**src/hw/rtl/smtc_pkg.sv**
```systemverilog
// Shared constants and the token type for the subarray mean threshold counter.
// Used by smtc_head, smtc_cell, smtc_tail and the top level. No dependencies.
package smtc_pkg;

   // Depth of the prefix store, one cell per stored prefix.
   localparam int MAX_ITEMS = 1024;

   // Field widths of the stream payload and the threshold register.
   localparam int SAMPLE_W  = 32;
   localparam int PREFIX_W  = 64;
   localparam int COUNT_W   = 20;

   // Number of stored prefixes, 0 to MAX_ITEMS.
   localparam int FILL_W    = $clog2(MAX_ITEMS + 1);
   // Cells still to compare before the write slot, 0 to MAX_ITEMS-1.
   localparam int REM_W     = (MAX_ITEMS > 1) ? $clog2(MAX_ITEMS) : 1;
   // Per-sample match count, 0 to MAX_ITEMS (initial zero prefix included).
   localparam int CNT_W     = $clog2(MAX_ITEMS + 2);

   // Saturation value of the running total.
   localparam logic [COUNT_W-1:0] COUNT_MAX = {COUNT_W{1'b1}};

   // One sample in flight along the chain of cells.
   typedef struct packed {
      logic                       valid;   // a sample occupies this slot
      logic signed [PREFIX_W-1:0] prefix;  // prefix sum of this sample
      logic [CNT_W-1:0]           cnt;     // stored prefixes <= prefix so far
      logic [REM_W-1:0]           rem;     // cells left to compare
      logic                       wr;      // prefix still has to be stored
      logic                       last;    // sample ends the sequence
      logic                       ovf;     // sequence has gone past the store
      logic                       skip;    // sample ignored, store was full
   } token_type;

endpackage

```
**src/hw/rtl/smtc_tail.sv**
```systemverilog
// Exit stage: adds each token's count to the running total and holds the
// result until the downstream transfer. Depends on smtc_pkg.
module smtc_tail (
   input  logic                           clock,
   input  logic                           reset,
   input  logic                           advance,
   input  smtc_pkg::token_type            tok_i,
   output logic                           rsp_valid_ff,
   output logic [smtc_pkg::COUNT_W-1:0]   count_ff,
   output logic                           final_ff,
   output logic                           ovf_ff
);

   logic [smtc_pkg::COUNT_W-1:0] total_ff, total_in;
   logic [smtc_pkg::COUNT_W:0]   sum;
   logic [smtc_pkg::COUNT_W-1:0] new_total;

   // Saturating add of this sample's matches.
   assign sum = {1'b0, total_ff} + (smtc_pkg::COUNT_W + 1)'(tok_i.cnt);

   always_comb begin
      if (tok_i.skip) begin
         new_total = total_ff;
      end else if (sum[smtc_pkg::COUNT_W]) begin
         new_total = smtc_pkg::COUNT_MAX;
      end else begin
         new_total = sum[smtc_pkg::COUNT_W-1:0];
      end
   end

   // The total clears after the last sample of a sequence.
   always_comb begin
      total_in = total_ff;
      if (advance && tok_i.valid) begin
         total_in = tok_i.last ? '0 : new_total;
      end
   end

   always_ff @(posedge clock) begin
      if (reset) begin
         total_ff     <= '0;
         rsp_valid_ff <= 1'b0;
      end else begin
         total_ff <= total_in;
         if (advance) begin
            rsp_valid_ff <= tok_i.valid;
         end
      end
   end

   // Result payload.
   always_ff @(posedge clock) begin
      if (advance && tok_i.valid) begin
         count_ff <= new_total;
         final_ff <= tok_i.last;
         ovf_ff   <= tok_i.ovf;
      end
   end

endmodule

```
**config.mk**
```make
export PLATFORM = sky130hd
export DESIGN_NAME = smtc_tail
export DESIGN_NICKNAME = d
export VERILOG_FILES = /design/src/hw/rtl/smtc_pkg.sv /design/src/hw/rtl/smtc_tail.sv
export SDC_FILE = /design/constraint.sdc
export NUM_CORES = 1
export LEC_CHECK = 0
export ABC_CLOCK_PERIOD_IN_PS = 4600
export BUFFER_PORTS_ARGS = -buffer_cell sky130_fd_sc_hd__buf_2
export CORE_ASPECT_RATIO = 1.75
export CORE_MARGIN = 4
export CORE_UTILIZATION = 50
export CTS_CLUSTER_DIAMETER = 30
export DETAILED_ROUTE_END_ITERATION = 10
export GPL_ROUTABILITY_DRIVEN = 0
export PLACE_DENSITY = 0.94
export SLEW_MARGIN = 10
export SYNTH_ARGS = -nofsm -noshare
export SYNTH_HDL_FRONTEND = slang
export SYNTH_SLANG_ARGS = --single-unit
export TNS_END_PERCENT = 10
```
**constraint.sdc**
```tcl
create_clock -name clock -period 4.6 [get_ports clock]
set_input_delay 0.69 -clock clock [delete_from_list [all_inputs] [get_ports clock]]
set_output_delay 0.69 -clock clock [all_outputs]
set_load 0.01 [all_outputs]
```
* Word-level counts from Yosys, hierarchy flattened
Index checks and enable logic that the tools add are counted.
Operators by class: add/subtract/negate cells 1, muxes and demuxes 3, reduce and logical (&&, ||, !) cells 1
Operators by type and width (number):
- 20-bit two-way mux | 3
- 20-bit by 11-bit adder with 21-bit output | 1
- 1-bit logical AND | 1
Storage, ports and cells: input bits 93, register bits after elaboration 43

* Depth between registers and ports, before layout
Gate-level depths: netlist of run 1.
word-level depth 4, mapped depth 10, depth with buffers taken out 9

* Least setup slack after synthesis of run 1
Ideal clock, no wire load.
path type input -> register, start point input port tok_i[14] (netlist bit), end point register count_ff[5] (netlist bit) (data pin), arrival time 2.640 ns, cell stages on the path 9, setup slack 1.700 ns, data required time 4.340 ns, cells stage by stage ha_1 > fa_1 > a21o_1 > a221oi_4 > o21a_1 > o21a_1 > buf_6 > o22ai_1 > mux2_2
On the way: cells in the longest elaborated chain, start to end 3
Ends and longest elaborated chain:
- start: declaration | RTL line smtc_tail.sv:7 | input smtc_pkg::token_type tok_i,
- 20-bit by 11-bit adder with 21-bit output | RTL line smtc_tail.sv:19 | assign sum = {1'b0, total_ff} + (smtc_pkg::COUNT_W + 1)'(tok_i.cnt);
- 20-bit two-way mux | RTL line smtc_tail.sv:24 | end else if (sum[smtc_pkg::COUNT_W]) begin
- 20-bit two-way mux | RTL line smtc_tail.sv:22 | if (tok_i.skip) begin
- named net new_total, one bit | RTL line smtc_tail.sv:16 | logic [smtc_pkg::COUNT_W-1:0] new_total;
- end signal: assignment | RTL line smtc_tail.sv:54 | count_ff <= new_total;
- end: declaration | RTL line smtc_tail.sv:9 | output logic [smtc_pkg::COUNT_W-1:0] count_ff,
The timed path passes the listed nets, and every way through them passes these cells. A chain may end at the register's enable or synchronous reset.

* Final worst setup path of run 1
start point input port tok_i[23] (netlist bit), end point register total_ff[19] (netlist bit)
On the way: cells in the longest elaborated chain, start to end 4
Ends and longest elaborated chain:
- 20-bit by 11-bit adder with 21-bit output | RTL line smtc_tail.sv:19
- 20-bit two-way mux | RTL line smtc_tail.sv:24
- 20-bit two-way mux | RTL line smtc_tail.sv:22
- 20-bit two-way mux | RTL line smtc_tail.sv:35 | total_in = tok_i.last ? '0 : new_total;
- end signal: assignment | RTL line smtc_tail.sv:44 | total_ff <= total_in;
- end: declaration | RTL line smtc_tail.sv:14 | logic [smtc_pkg::COUNT_W-1:0] total_ff, total_in;
No other way between the ends.

==> results.md, run 1 <==
* Ratio of cells with drive above 1 in the final layout at 21.7%
* Leading cell type in the layout, fill and taps excluded: buf_2
* Critical Path Source: tok_i[23]
* First-pass GRT wire length at 8.91 mm
* Critical Path RT at 4.83 ns
* CTS Hold Bufs at 0
* Hold Crit Class: reg2reg
* Most frequent cells in the layout: buf_2, nand2_1, edfxtp_1
* Clock skew at 0.00299 ns
* Post-Syn Instances at about 250
* Final Critical Period at between 3 and 4 ns
* CP Max Fanout at 13
* Layout Utilization at around 60%
* Resized cells post-CTS at 0
* CP Data Arrival Time at 3.29 ns
* IO Pins at about 120
* Fin nets at 394
* Maximum vdd ir drop at 0.000220 V
* Register area share after synthesis at 43.7%
* Final setup violating endpoints at 0
* Fin. max-slew vios at 0
* Final Hold Fails at 0
* Netlist cell types at 55
* Slowest CP cell: a311oi_2
* Netlist Area Pre-Place at around 2500 um2
* CP cell instances: buf_2, ha_1, a211o_1, o211ai_1, o21a_1, a311oi_2, nand2b_1, and4_4, nor3_2
* Setup crit start kind: primary input
* Worst slew pin tran at just over 0.9 ns
* Initial core utilization at 52.1%
* Worst skew pair latency at 0.29 ns
* Overall routing resource usage at approximately a fifth
* Vias in the first global route at 2,090
* Detailed-router iteration count before antenna repair at 4
* Num Clock Sinks at 43
* RSZ-0062 raised after global routing: no
* Worst flop-to-flop path startpoint: total_ff[9]$_SDFFE_PP0P_
* Fmax at about 330 MHz
* Die X at 61.2 um
* Post-Syn Area per Cell at between 9 and 10 um2
* Antenna-violating nets left at 0
* Seq cells post-synth at 43
* DP HPWL at 4.08 mm
* FF-to-FF setup slack at between 1.5 and 2 ns
* Run status: finished, final reports clean
* FILL cells at 383
* 1st-iter DRT viols at between 70 and 80
* Vias post-DR at ~2,100
* CTS Buf Count at 5
* CTS max path bufs at 2
* Element type at the critical path end: flip-flop
* Hold Startpoint: total_ff[10]$_SDFFE_PP0P_
* Port bufs at 40
* Slowest stage delay, CP at 0.80 ns
* CTS tree: built
* Post-synth top flop: edfxtp_1
* Remaining Overflow, GRT at 0
* Die H at around 100 um
* Layout area overhead at 12.1%
* Leakage Power at around 1.1 nW
* FFs w/ async S/R, synth at 0%
* Setup bufs post-CTS at 0
* Vias/cell at approximately 6
* H-tree levels at 2
* Largest net degree at the start of global routing at 31
* Syn_nets at roughly 360
* Post-synth EDFFs at 22
* Initial antenna violation count at 0
* Core Box Area at 4750 um2
* Power Density at 269 nW/um2
* Num rows at 33
* Antenna cells at 0
* Clock Tree Root: clkbuf_8
* WL final at 5.62 mm
* Final routed DRC violation total at 0
* Warnings from Yosys at 0
* Slew Limit Headroom at 38.3%
* Final Cycle Share at 66.6%
* DIE AREA at 6190 um2
* MaxCap Viol Count at 0
* CTS clock-pin slew for the worst setup and hold paths at ~0.08 ns
* Sum Neg Setup Slack at 0 ns
* Wirelength per Cell at 16.4 um
* Setup CP Type: in2reg
==> through the flow <==
stage	worst slack, ns	hold slack [ns]	area, um2	power (mW)	std cells
2_1_floorplan	1.70	0.435	2480	0.489	253
3_3_place_gp	1.31	0.446	2690	0.517	334
3_5_place_dp	1.30	0.455	2690	0.521	334
4_1_cts	1.57	0.466	2780	0.752	342
5_1_grt	1.38	0.495	2780	0.778	342
6_report	1.54	0.462	2780	0.746	342
==> Yosys cell counts (all sizes together), types with 2 or more instances <==
cell	number	area, um2
xor2	5	43.8
and3	4	25.0
mux2i	2	20.0
inv	6	22.5
or3	4	25.0
o21a	5	37.5
edfxtp	22	661
a31oi	3	25.0
buf	5	31.3
nor3	12	65.1
nor2	19	71.3
dfxtp	21	420
nand2	24	90.1
nand2b	6	37.5
a211oi	2	15.0
a311oi	2	23.8
a21o	7	52.6
nand3	6	30.0
a22o	6	52.6
mux2	5	56.3
o21ai	16	80.1
a21oi	18	93.8
o22ai	3	18.8
nand4	4	25.0
xnor2	7	61.3
clkbuf	7	27.5
ha	11	138
==> logic make-up after synthesis <==
group	count (synthesis)	share of synthesized area, %
simple gates	87	17.8
compound gates	73	21.4
flops	43	43.7
buf+inv	19	3.44
xor+xnor	12	4.24
fa+ha+maj	12	6.37
mux	7	3.08
==> critical path: cells and delay by family <==
family / cells / cell delay [ns]
buffers and inverters: 1 / 0.10
adders and majority gates: 1 / 0.39
and+or+nand+nor: 3 / 0.77
AOI/OAI and AO/OA: 4 / 1.33
==> worst paths after layout <==
check | to | cells past startpoint
hold / removal | total_ff[10]$_SDFFE_PP0P_ | 2
hold reg to reg | total_ff[10]$_SDFFE_PP0P_ | 2
setup / recovery | total_ff[19]$_SDFFE_PP0P_ | 9
setup reg to reg | total_ff[19]$_SDFFE_PP0P_ | 8
==> power by group <==
part	internal (mW)	switching, mW
sequential	0.416	0.00412
clock	0.106	0.127
combinational	0.0367	0.0559
==> per-layer routing <==
metal  share of wire [%]  up-vias  global-route usage, %  wire length (um)
met3                 6.1       31                   4.49               340
met1                  35      988                   18.8              1970
met2                  52       83                   33.3              2940
met5                   0        -                      0                 0
li1                    -     1010                      -                 -
met4                 6.5        0                   15.0               367
==> registers in the layout, indices dropped and copies added, names as in the netlist <==
signal,flops
count_ff,20
final_ff,1
ovf_ff,1
rsp_valid_ff,1
total_ff,20
==> cell type report <==
| class | count | area, um2 | area share [%] |
|---|---|---|---|
| clock buffers | 6 | 72.6 | 2.61 |
| clock inverters | 2 | 12.5 | 0.451 |
| inverters | 7 | 26.3 | 0.947 |
| multi-input cells | 191 | 1310 | 47.2 |
| flip-flops and latches | 43 | 1080 | 39.0 |
| well taps | 52 | 65.1 | 2.34 |
| repair buffers | 41 | 208 | 7.48 |
No activity file was read; power rests on OpenSTA's default activity.
==> inputs of run 2 (changes only) <==
--- a/config.mk
+++ b/config.mk
@@ -5,15 +5,16 @@
 export SDC_FILE = /design/constraint.sdc
 export NUM_CORES = 1
 export LEC_CHECK = 0
-export ABC_CLOCK_PERIOD_IN_PS = 4600
+export ABC_AREA = 1
+export ABC_CLOCK_PERIOD_IN_PS = 2900
 export BUFFER_PORTS_ARGS = -buffer_cell sky130_fd_sc_hd__buf_2
 export CORE_ASPECT_RATIO = 1.75
 export CORE_MARGIN = 4
-export CORE_UTILIZATION = 50
+export CORE_UTILIZATION = 48
 export CTS_CLUSTER_DIAMETER = 30
 export DETAILED_ROUTE_END_ITERATION = 10
 export GPL_ROUTABILITY_DRIVEN = 0
-export PLACE_DENSITY = 0.94
+export PLACE_DENSITY = 0.9
 export SLEW_MARGIN = 10
 export SYNTH_ARGS = -nofsm -noshare
 export SYNTH_HDL_FRONTEND = slang
==> constraint.sdc (replaced) <==
create_clock -name clock -period 2.9 [get_ports clock]
set_input_delay 0.435 -clock clock [delete_from_list [all_inputs] [get_ports clock]]
set_output_delay 0.435 -clock clock [all_outputs]
set_load 0.01 [all_outputs]
==> run 2 against run 1 <==
Register-to-register slack lost 1.3 ns. Routed wire length up 17%. Setup slack got worse by 1.2 ns. Core utilization down 2.1 points. Non-clock buffer count is 3 higher. Via count rose by 22%. Die area increased by 11%.
==> results.md, run 2 <==
* CP cell instances: ha_1, fa_1, nand3_1, nand3_2, nand2_1, nand2_1, nand2_1, nand2_2, nand2_1, nand3_1, and2_1
* WL final at 6.55 mm (+17%)
* Post-synth EDFFs at 22 (unchanged)
* Top-count cell post-synth: nand2_1
* Clock skew at 0.00686 ns (+0.00387 ns)
* CTS tree: built
* Layout area overhead at 13.3%
* Initial core utilization at 49.8% (-2.4 points)
* Port bufs at 40 (unchanged)
* Fin nets at 511 (+30%)
* Register area share after synthesis at 40.7% (-3.0 points)
* Detailed-router iteration count before antenna repair at 4 (unchanged)
* Initial antenna violation count at 0 (unchanged)
* Num rows at 35 (+6.1%)
* Slowest stage delay, CP at 0.45 ns (-0.35 ns)
* Pre-CTS setup slack at 0.201 ns (-1.10 ns)
* Final Critical Period at 2.56 ns
* Cell mode on critical path: nand2_1
* Final Hold Fails at 0 (unchanged)
* Largest net degree at the start of global routing at 22 (-29%)
* Leakage Power at 1.39 nW (+23%)
* Post-synth top flop: edfxtp_1
* 1st-iter DRT viols at 111 (+52%)
* Element type at the critical path end: flip-flop
* MaxCap Viol Count at 0 (unchanged)
* Netlist cell types at 29 (-47%)
* P_sw at 0.324 mW (+73%)
* Int Power at 0.893 mW (+60%)
* Post-Syn Instances at 366 (+45%)
* CTS Buf Count at 5 (unchanged)
* First-pass GRT wire length at 11.1 mm (+24%)
* Syn_nets at 471 (+32%)
* Core Box Area at 5340 um2 (+13%)
* Placed cells at 473 (+42%)
* H-tree levels at 2 (unchanged)
* GRT met1 Usage at 20.2% (+1.4 points)
* Antenna-violating nets left at 0 (unchanged)
* DP HPWL at 4.77 mm (+17%)
* Resized cells post-CTS at 0 (unchanged)
* Synth top area share at 24.8% (-1.8 points)
* Wirelength per Cell at 13.6 um (-17%)
* Die X at 64.3 um (+5.0%)
* Clock network power share at 31.0% (-0.3 points)
* Setup bufs post-CTS at 0 (unchanged)
* DIE AREA at 6840 um2 (+11%)
* Vias in the first global route at 2,533 (+21%)
* Critical Path RT at 2.96 ns (-1.87 ns)
* Worst Slack Setup Final at 0.345 ns (-1.19 ns)
* Worst slew pin tran at 0.677 ns (-0.248 ns)
* Hold_ws at 0.319 ns (-0.142 ns)
* FF-to-FF setup slack at 0.34 ns (-1.32 ns)
* Overall routing resource usage at 20.4% (+1.0 points)
* Clock Tree Root: clkbuf_8
* GRT met2 Usage at 38.2% (+4.9 points)
* Sum Neg Setup Slack at 0 ns (unchanged)
* Num Clock Sinks at 43 (unchanged)
* RSZ-0062 raised after global routing: no
* Slew Limit Headroom at 54.8% (+16 points)
* Slowest CP cell: fa_1
* Top post-synthesis cells by count: nand2_1, inv_1, nand3_1, a21oi_1, nor2_1
* Buf/Inv on CP at 0 (-1)
* Antenna cells at 0 (unchanged)
* Netlist Area Pre-Place at 2660 um2 (+7.4%)
* IO Pins at 116 (unchanged)
* Most frequent cells in the layout: nand2_1, inv_1, buf_2
* Vias/cell at 5.38 (-13%)
* FILL cells at 518 (+35%)
* Vias post-DR at 2,586 (+22%)
* Maximum vdd ir drop at 0.000225 V (+2.4%)
* Die H at 106 um (+5.3%)
* CP Max Fanout at 11 (-2)
* Post-Syn Area per Cell at 7.26 um2 (-26%)
* Power Density at 404 nW/um2 (+50%)
* Warnings from Yosys at 0 (unchanged)
* FFs w/ async S/R, synth at 0% (unchanged)
* Sequential group share of total power at 54.8% (-1.5 points)
* Switching part of the total at 26.6% (+1.5 points)
* Run status: finished, final reports clean
* Cell family with most CP delay: simple AND/OR/NAND/NOR gates
* Fin. max-slew vios at 0 (unchanged)
* GRT Max-Usage Layer: met2
* Remaining Overflow, GRT at 0 (unchanged)
* Setup crit start kind: flip-flop
* Non-filler cells, final at 481 (+41%)
* Hold Crit Class: in2reg
* Cell area after layout at 3010 um2 (+8.5%)
* Final Cycle Share at 88.1%
* Comb pwr share at 14.1% (+1.7 points)
* Final routed DRC violation total at 0 (unchanged)
* Seq cells post-synth at 43 (unchanged)
* Biggest regs: count_ff x20, total_ff x20
* CTS clock-pin slew for the worst setup and hold paths at 0.08 ns (about the same)
* CTS Hold Bufs at 0 (unchanged)
* CTS max path bufs at 2 (unchanged)
* Fmax at a little under 400 MHz
* Ratio of cells with drive above 1 in the final layout at 16.0% (-5.8 points)
* Setup CP Type: reg2reg
* Worst skew pair latency at 0.30 ns (about the same)
* Top cells by area, synth: edfxtp_1, nand2_1, dfxtp_1, nand3_1, inv_1
* Post-synth top area cell: edfxtp_1
* Met3 usage at 2.75% (-1.7 points)
* Final setup violating endpoints at 0 (unchanged)
* DP Area at 2930 um2 (+8.8%)
* Leading cell type in the layout, fill and taps excluded: nand2_1
* CP Data Arrival Time at 2.61 ns (-0.68 ns)
## run 2: metal layers
layer	share of wire (%)	wire length (um)	vias to the layer above
met5	0	0	-
met4	4.6	304	0
met3	4.5	292	33
met2	56	3640	93
met1	35	2320	1199
li1	-	-	1261
## run 2: kinds of logic (layout without fill, tap and decap cells)
| logic type | after synthesis | in the layout | share of synthesized area (%) |
|---|---|---|---|
| compound gates | 42 | 42 | 9.18 |
| xor+xnor | 5 | 5 | 1.65 |
| fa+ha+maj | 12 | 12 | 5.93 |
| buf+inv | 54 | 95 | 8.14 |
| flops | 43 | 43 | 40.7 |
| simple gates | 210 | 210 | 34.4 |
## run 2: final cells by class
| cell class | instances | area, um2 | share of cell area [%] |
|---|---|---|---|
| timing repair buffer | 44 | 230 | 7.64 |
| sequential | 43 | 1080 | 35.9 |
| clock buffer | 6 | 72.6 | 2.41 |
| clock inverter | 2 | 12.5 | 0.415 |
| multi-input combinational | 269 | 1360 | 45.2 |
| inverter | 43 | 161 | 5.36 |
| tap | 74 | 92.6 | 3.07 |
## run 2: path summary, 6_finish.rpt
kind                             startpoint                         to  depth (start not counted)
setup / recovery   total_ff[0]$_SDFFE_PP0P_      count_ff[9]$_DFFE_PP_                         11
hold / removal                     tok_i[1]           ovf_ff$_DFFE_PP_                          1
setup reg to reg   total_ff[0]$_SDFFE_PP0P_      count_ff[9]$_DFFE_PP_                         11
hold reg to reg   rsp_valid_ff$_SDFFE_PP0P_  rsp_valid_ff$_SDFFE_PP0P_                          2
## run 2: power by group through the flow
| stage | Sequential (mW) | Clock [mW] | Combinational [mW] |
|---|---|---|---|
| 2_1_floorplan | 0.690 | 0 | 0.106 |
| 3_3_place_gp | 0.680 | 0 | 0.165 |
| 3_5_place_dp | 0.682 | 0 | 0.171 |
| 4_1_cts | 0.668 | 0.383 | 0.172 |
| 5_1_grt | 0.670 | 0.401 | 0.192 |
| 6_report | 0.668 | 0.377 | 0.172 |
## run 2: metrics by stage
stage               util [%]  power [mW]
CTS                     56.4        1.22
floorplan                  -       0.796
global route            56.4        1.26
finish                  56.4        1.22
global placement        54.8       0.846
detailed placement      54.8       0.853
==> inputs of run 3 (changes only) <==
--- a/config.mk
+++ b/config.mk
@@ -15,7 +15,7 @@
 export DETAILED_ROUTE_END_ITERATION = 10
 export GPL_ROUTABILITY_DRIVEN = 0
 export PLACE_DENSITY = 0.9
-export SLEW_MARGIN = 10
+export REMOVE_ABC_BUFFERS = 1
 export SYNTH_ARGS = -nofsm -noshare
 export SYNTH_HDL_FRONTEND = slang
 export SYNTH_SLANG_ARGS = --single-unit
==> constraint.sdc (replaced) <==
create_clock -name clock -period 2.9 [get_ports clock]
set_input_delay 0.435 -clock clock [delete_from_list [all_inputs] [get_ports clock]]
set_output_delay 0.435 -clock clock [all_outputs]
set_load 0.02 [all_outputs]
==> run 3 against run 2 <==
Clock power hardly changed. Fmax up 1.1%. Sequential power hardly changed. Global-route usage decreased by 1.3 points. Power increased by 1.2%. Non-clock buffer count stayed put. Sequential cell count unchanged. Setup slack improved by 0.028 ns. Routed wire length is 6.6% lower. Core utilization increased by 0.23 points.
==> results.md, run 3 (synthesis results as in run 2) <==
* Fmax at 396 MHz (+1.1%)
* WL final at 6.12 mm (-6.6%)
* Final Hold Fails at 0 (unchanged)
* DRT met1 WL at 2.34 mm (+1.1%)
* Worst flop-to-flop path startpoint: total_ff[0]$_SDFFE_PP0P_
* Layout Utilization at 56.6% (+0.23 points)
* First-pass GRT wire length at 10.5 mm (-5.2%)
* Biggest regs: count_ff x20, total_ff x20
* Sum Neg Setup Slack at 0 ns (unchanged)
* Vias post-DR at 2,551 (-1.4%)
* Hold Crit Class: in2reg
* Leading cell type in the layout, fill and taps excluded: nand2_1
* Setup CP Type: reg2reg
* Cell area after layout at 3020 um2 (+0.42%)
* Setup crit start kind: flip-flop
* Layout area overhead at 13.7%
* Num rows at 35 (unchanged)
* Resized cells post-CTS at 0 (unchanged)
* CP Max Fanout at 11 (unchanged)
* CP Data Arrival Time at 2.58 ns (-0.03 ns)
* Final Critical Period at 2.53 ns (-0.0277 ns)
* Slew Limit Headroom at 69.8% (+15 points)
* Placed cells at 473 (unchanged)
* Detailed-router iteration count before antenna repair at 5 (+1)
* Most frequent cells in the layout: nand2_1, inv_1, buf_2
* Top routing layer used: met4
* Run status: finished, final reports clean
* Vias/cell at 5.30 (-1.4%)
* Core Box Area at 5340 um2 (unchanged)
* Port bufs at 40 (unchanged)
* Largest net degree at the start of global routing at 24 (+9.1%)
* Initial core utilization at 49.8% (unchanged)
* Vias in the first global route at 2,493 (-1.6%)
* DP HPWL at 4.47 mm (-6.3%)
* Remaining Overflow, GRT at 0 (unchanged)
* CTS Hold Bufs at 0 (unchanged)
* RSZ-0062 raised after global routing: no
* Element type at the critical path end: flip-flop
* Final setup violating endpoints at 0 (unchanged)
* Overall routing resource usage at 19.2% (-1.3 points)
* DP Area at 2940 um2 (+0.43%)
* Critical Path Source: total_ff[0]$_SDFFE_PP0P_
* Fin. max-slew vios at 0 (unchanged)
* Non-filler cells, final at 481 (unchanged)
* Die X at 64.3 um (unchanged)
* Ratio of cells with drive above 1 in the final layout at 16.0% (unchanged)
* H-tree levels at 2 (unchanged)
* Initial antenna violation count at 0 (unchanged)
* Fin nets at 511 (unchanged)
* Final routed DRC violation total at 0 (unchanged)
* Worst slew pin tran at 0.452 ns (-0.225 ns)
* Reg-to-reg endpoint: count_ff[9]$_DFFE_PP_
* Antenna-violating nets left at 0 (unchanged)
* Antenna cells at 0 (unchanged)
* CP endpoint: count_ff[9]$_DFFE_PP_
* Clock Tree Root: clkbuf_8
* Setup bufs post-CTS at 0 (unchanged)
* Clock skew at 0.00722 ns (+0.000361 ns)
* R2R depth at 11 (unchanged)
* CTS Buf Count at 5 (unchanged)
* CTS tree: built
* WL met2 at 3.32 mm (-8.7%)
* MaxCap Viol Count at 0 (unchanged)
* Final Cycle Share at 87.2% (-0.95 points)
* 1st-iter DRT viols at 137 (+23%)
* CTS clock-pin slew for the worst setup and hold paths at 0.08 ns (about the same)
* DIE AREA at 6840 um2 (unchanged)
* Die H at 106 um (unchanged)
* Worst skew pair latency at 0.30 ns (about the same)
* CTS max path bufs at 2 (unchanged)
* Power Density at 407 nW/um2 (+0.83%)
* IO Pins at 116 (unchanged)
* Maximum vdd ir drop at 0.000211 V (-6.3%)
* Wirelength per Cell at 12.7 um (-6.6%)
* Tot Pwr at 1.23 mW (+1.2%)
* Critical Path RT at 2.96 ns (about the same)
* Num Clock Sinks at 43 (unchanged)
* FF-to-FF setup slack at 0.37 ns (+0.03 ns)
* Routed wl met3 at 272 um (-6.8%)
* Leakage Power at 1.40 nW (+0.26%)
run 3: cell type report:
| type | instances | area [um2] |
|---|---|---|
| inverters | 43 | 161 |
| well taps | 74 | 92.6 |
| multi-input cells | 269 | 1360 |
| clock inverters | 2 | 12.5 |
| clock buffers | 6 | 72.6 |
| fillers | 515 | 2320 |
| repair buffers | 44 | 243 |
| flip-flops and latches | 43 | 1080 |
run 3: worst min path at each step:
stage | start | cells after the start | to | slack [ns]
6_report | tok_i[1] | 1 | ovf_ff$_DFFE_PP_ | 0.31
5_1_grt | tok_i[1] | 1 | ovf_ff$_DFFE_PP_ | 0.32
4_1_cts | tok_i[1] | 1 | ovf_ff$_DFFE_PP_ | 0.31
3_5_place_dp | rsp_valid_ff$_SDFFE_PP0P_ | 2 | rsp_valid_ff$_SDFFE_PP0P_ | 0.45
3_3_place_gp | rsp_valid_ff$_SDFFE_PP0P_ | 2 | rsp_valid_ff$_SDFFE_PP0P_ | 0.45
2_1_floorplan | total_ff[10]$_SDFFE_PP0P_ | 2 | total_ff[10]$_SDFFE_PP0P_ | 0.45
run 3: per-stage QoR:
stage	hold slack, ns	worst slack (ns)
3_3_place_gp	0.445	0.230
4_1_cts	0.313	0.432
5_1_grt	0.319	0.233
2_1_floorplan	0.451	0.668
6_report	0.312	0.373
3_5_place_dp	0.452	0.214
run 3: critical path, cell delays in order, from the launching register on:
cell,delay [ns]
dfxtp_1,0.33
ha_1,0.25
fa_1,0.45
nand3_1,0.12
nand3_2,0.09
nand2_1,0.07
nand2_1,0.11
nand2_1,0.10
nand2_2,0.08
nand2_1,0.33
nand3_1,0.17
and2_1,0.17
run 3: where the power goes:
| part | switching, mW | leakage [nW] | internal (mW) |
|---|---|---|---|
| combinational | 0.119 | 0.981 | 0.0660 |
| clock | 0.212 | 0.0412 | 0.169 |
| sequential | 0.00674 | 0.375 | 0.660 |
run 3: metal layers:
layer	up-vias	track usage, %
met1	1180	19.1
met5	-	0
met3	20	3.07
met2	90	36.6
li1	1261	-
met4	0	10.3
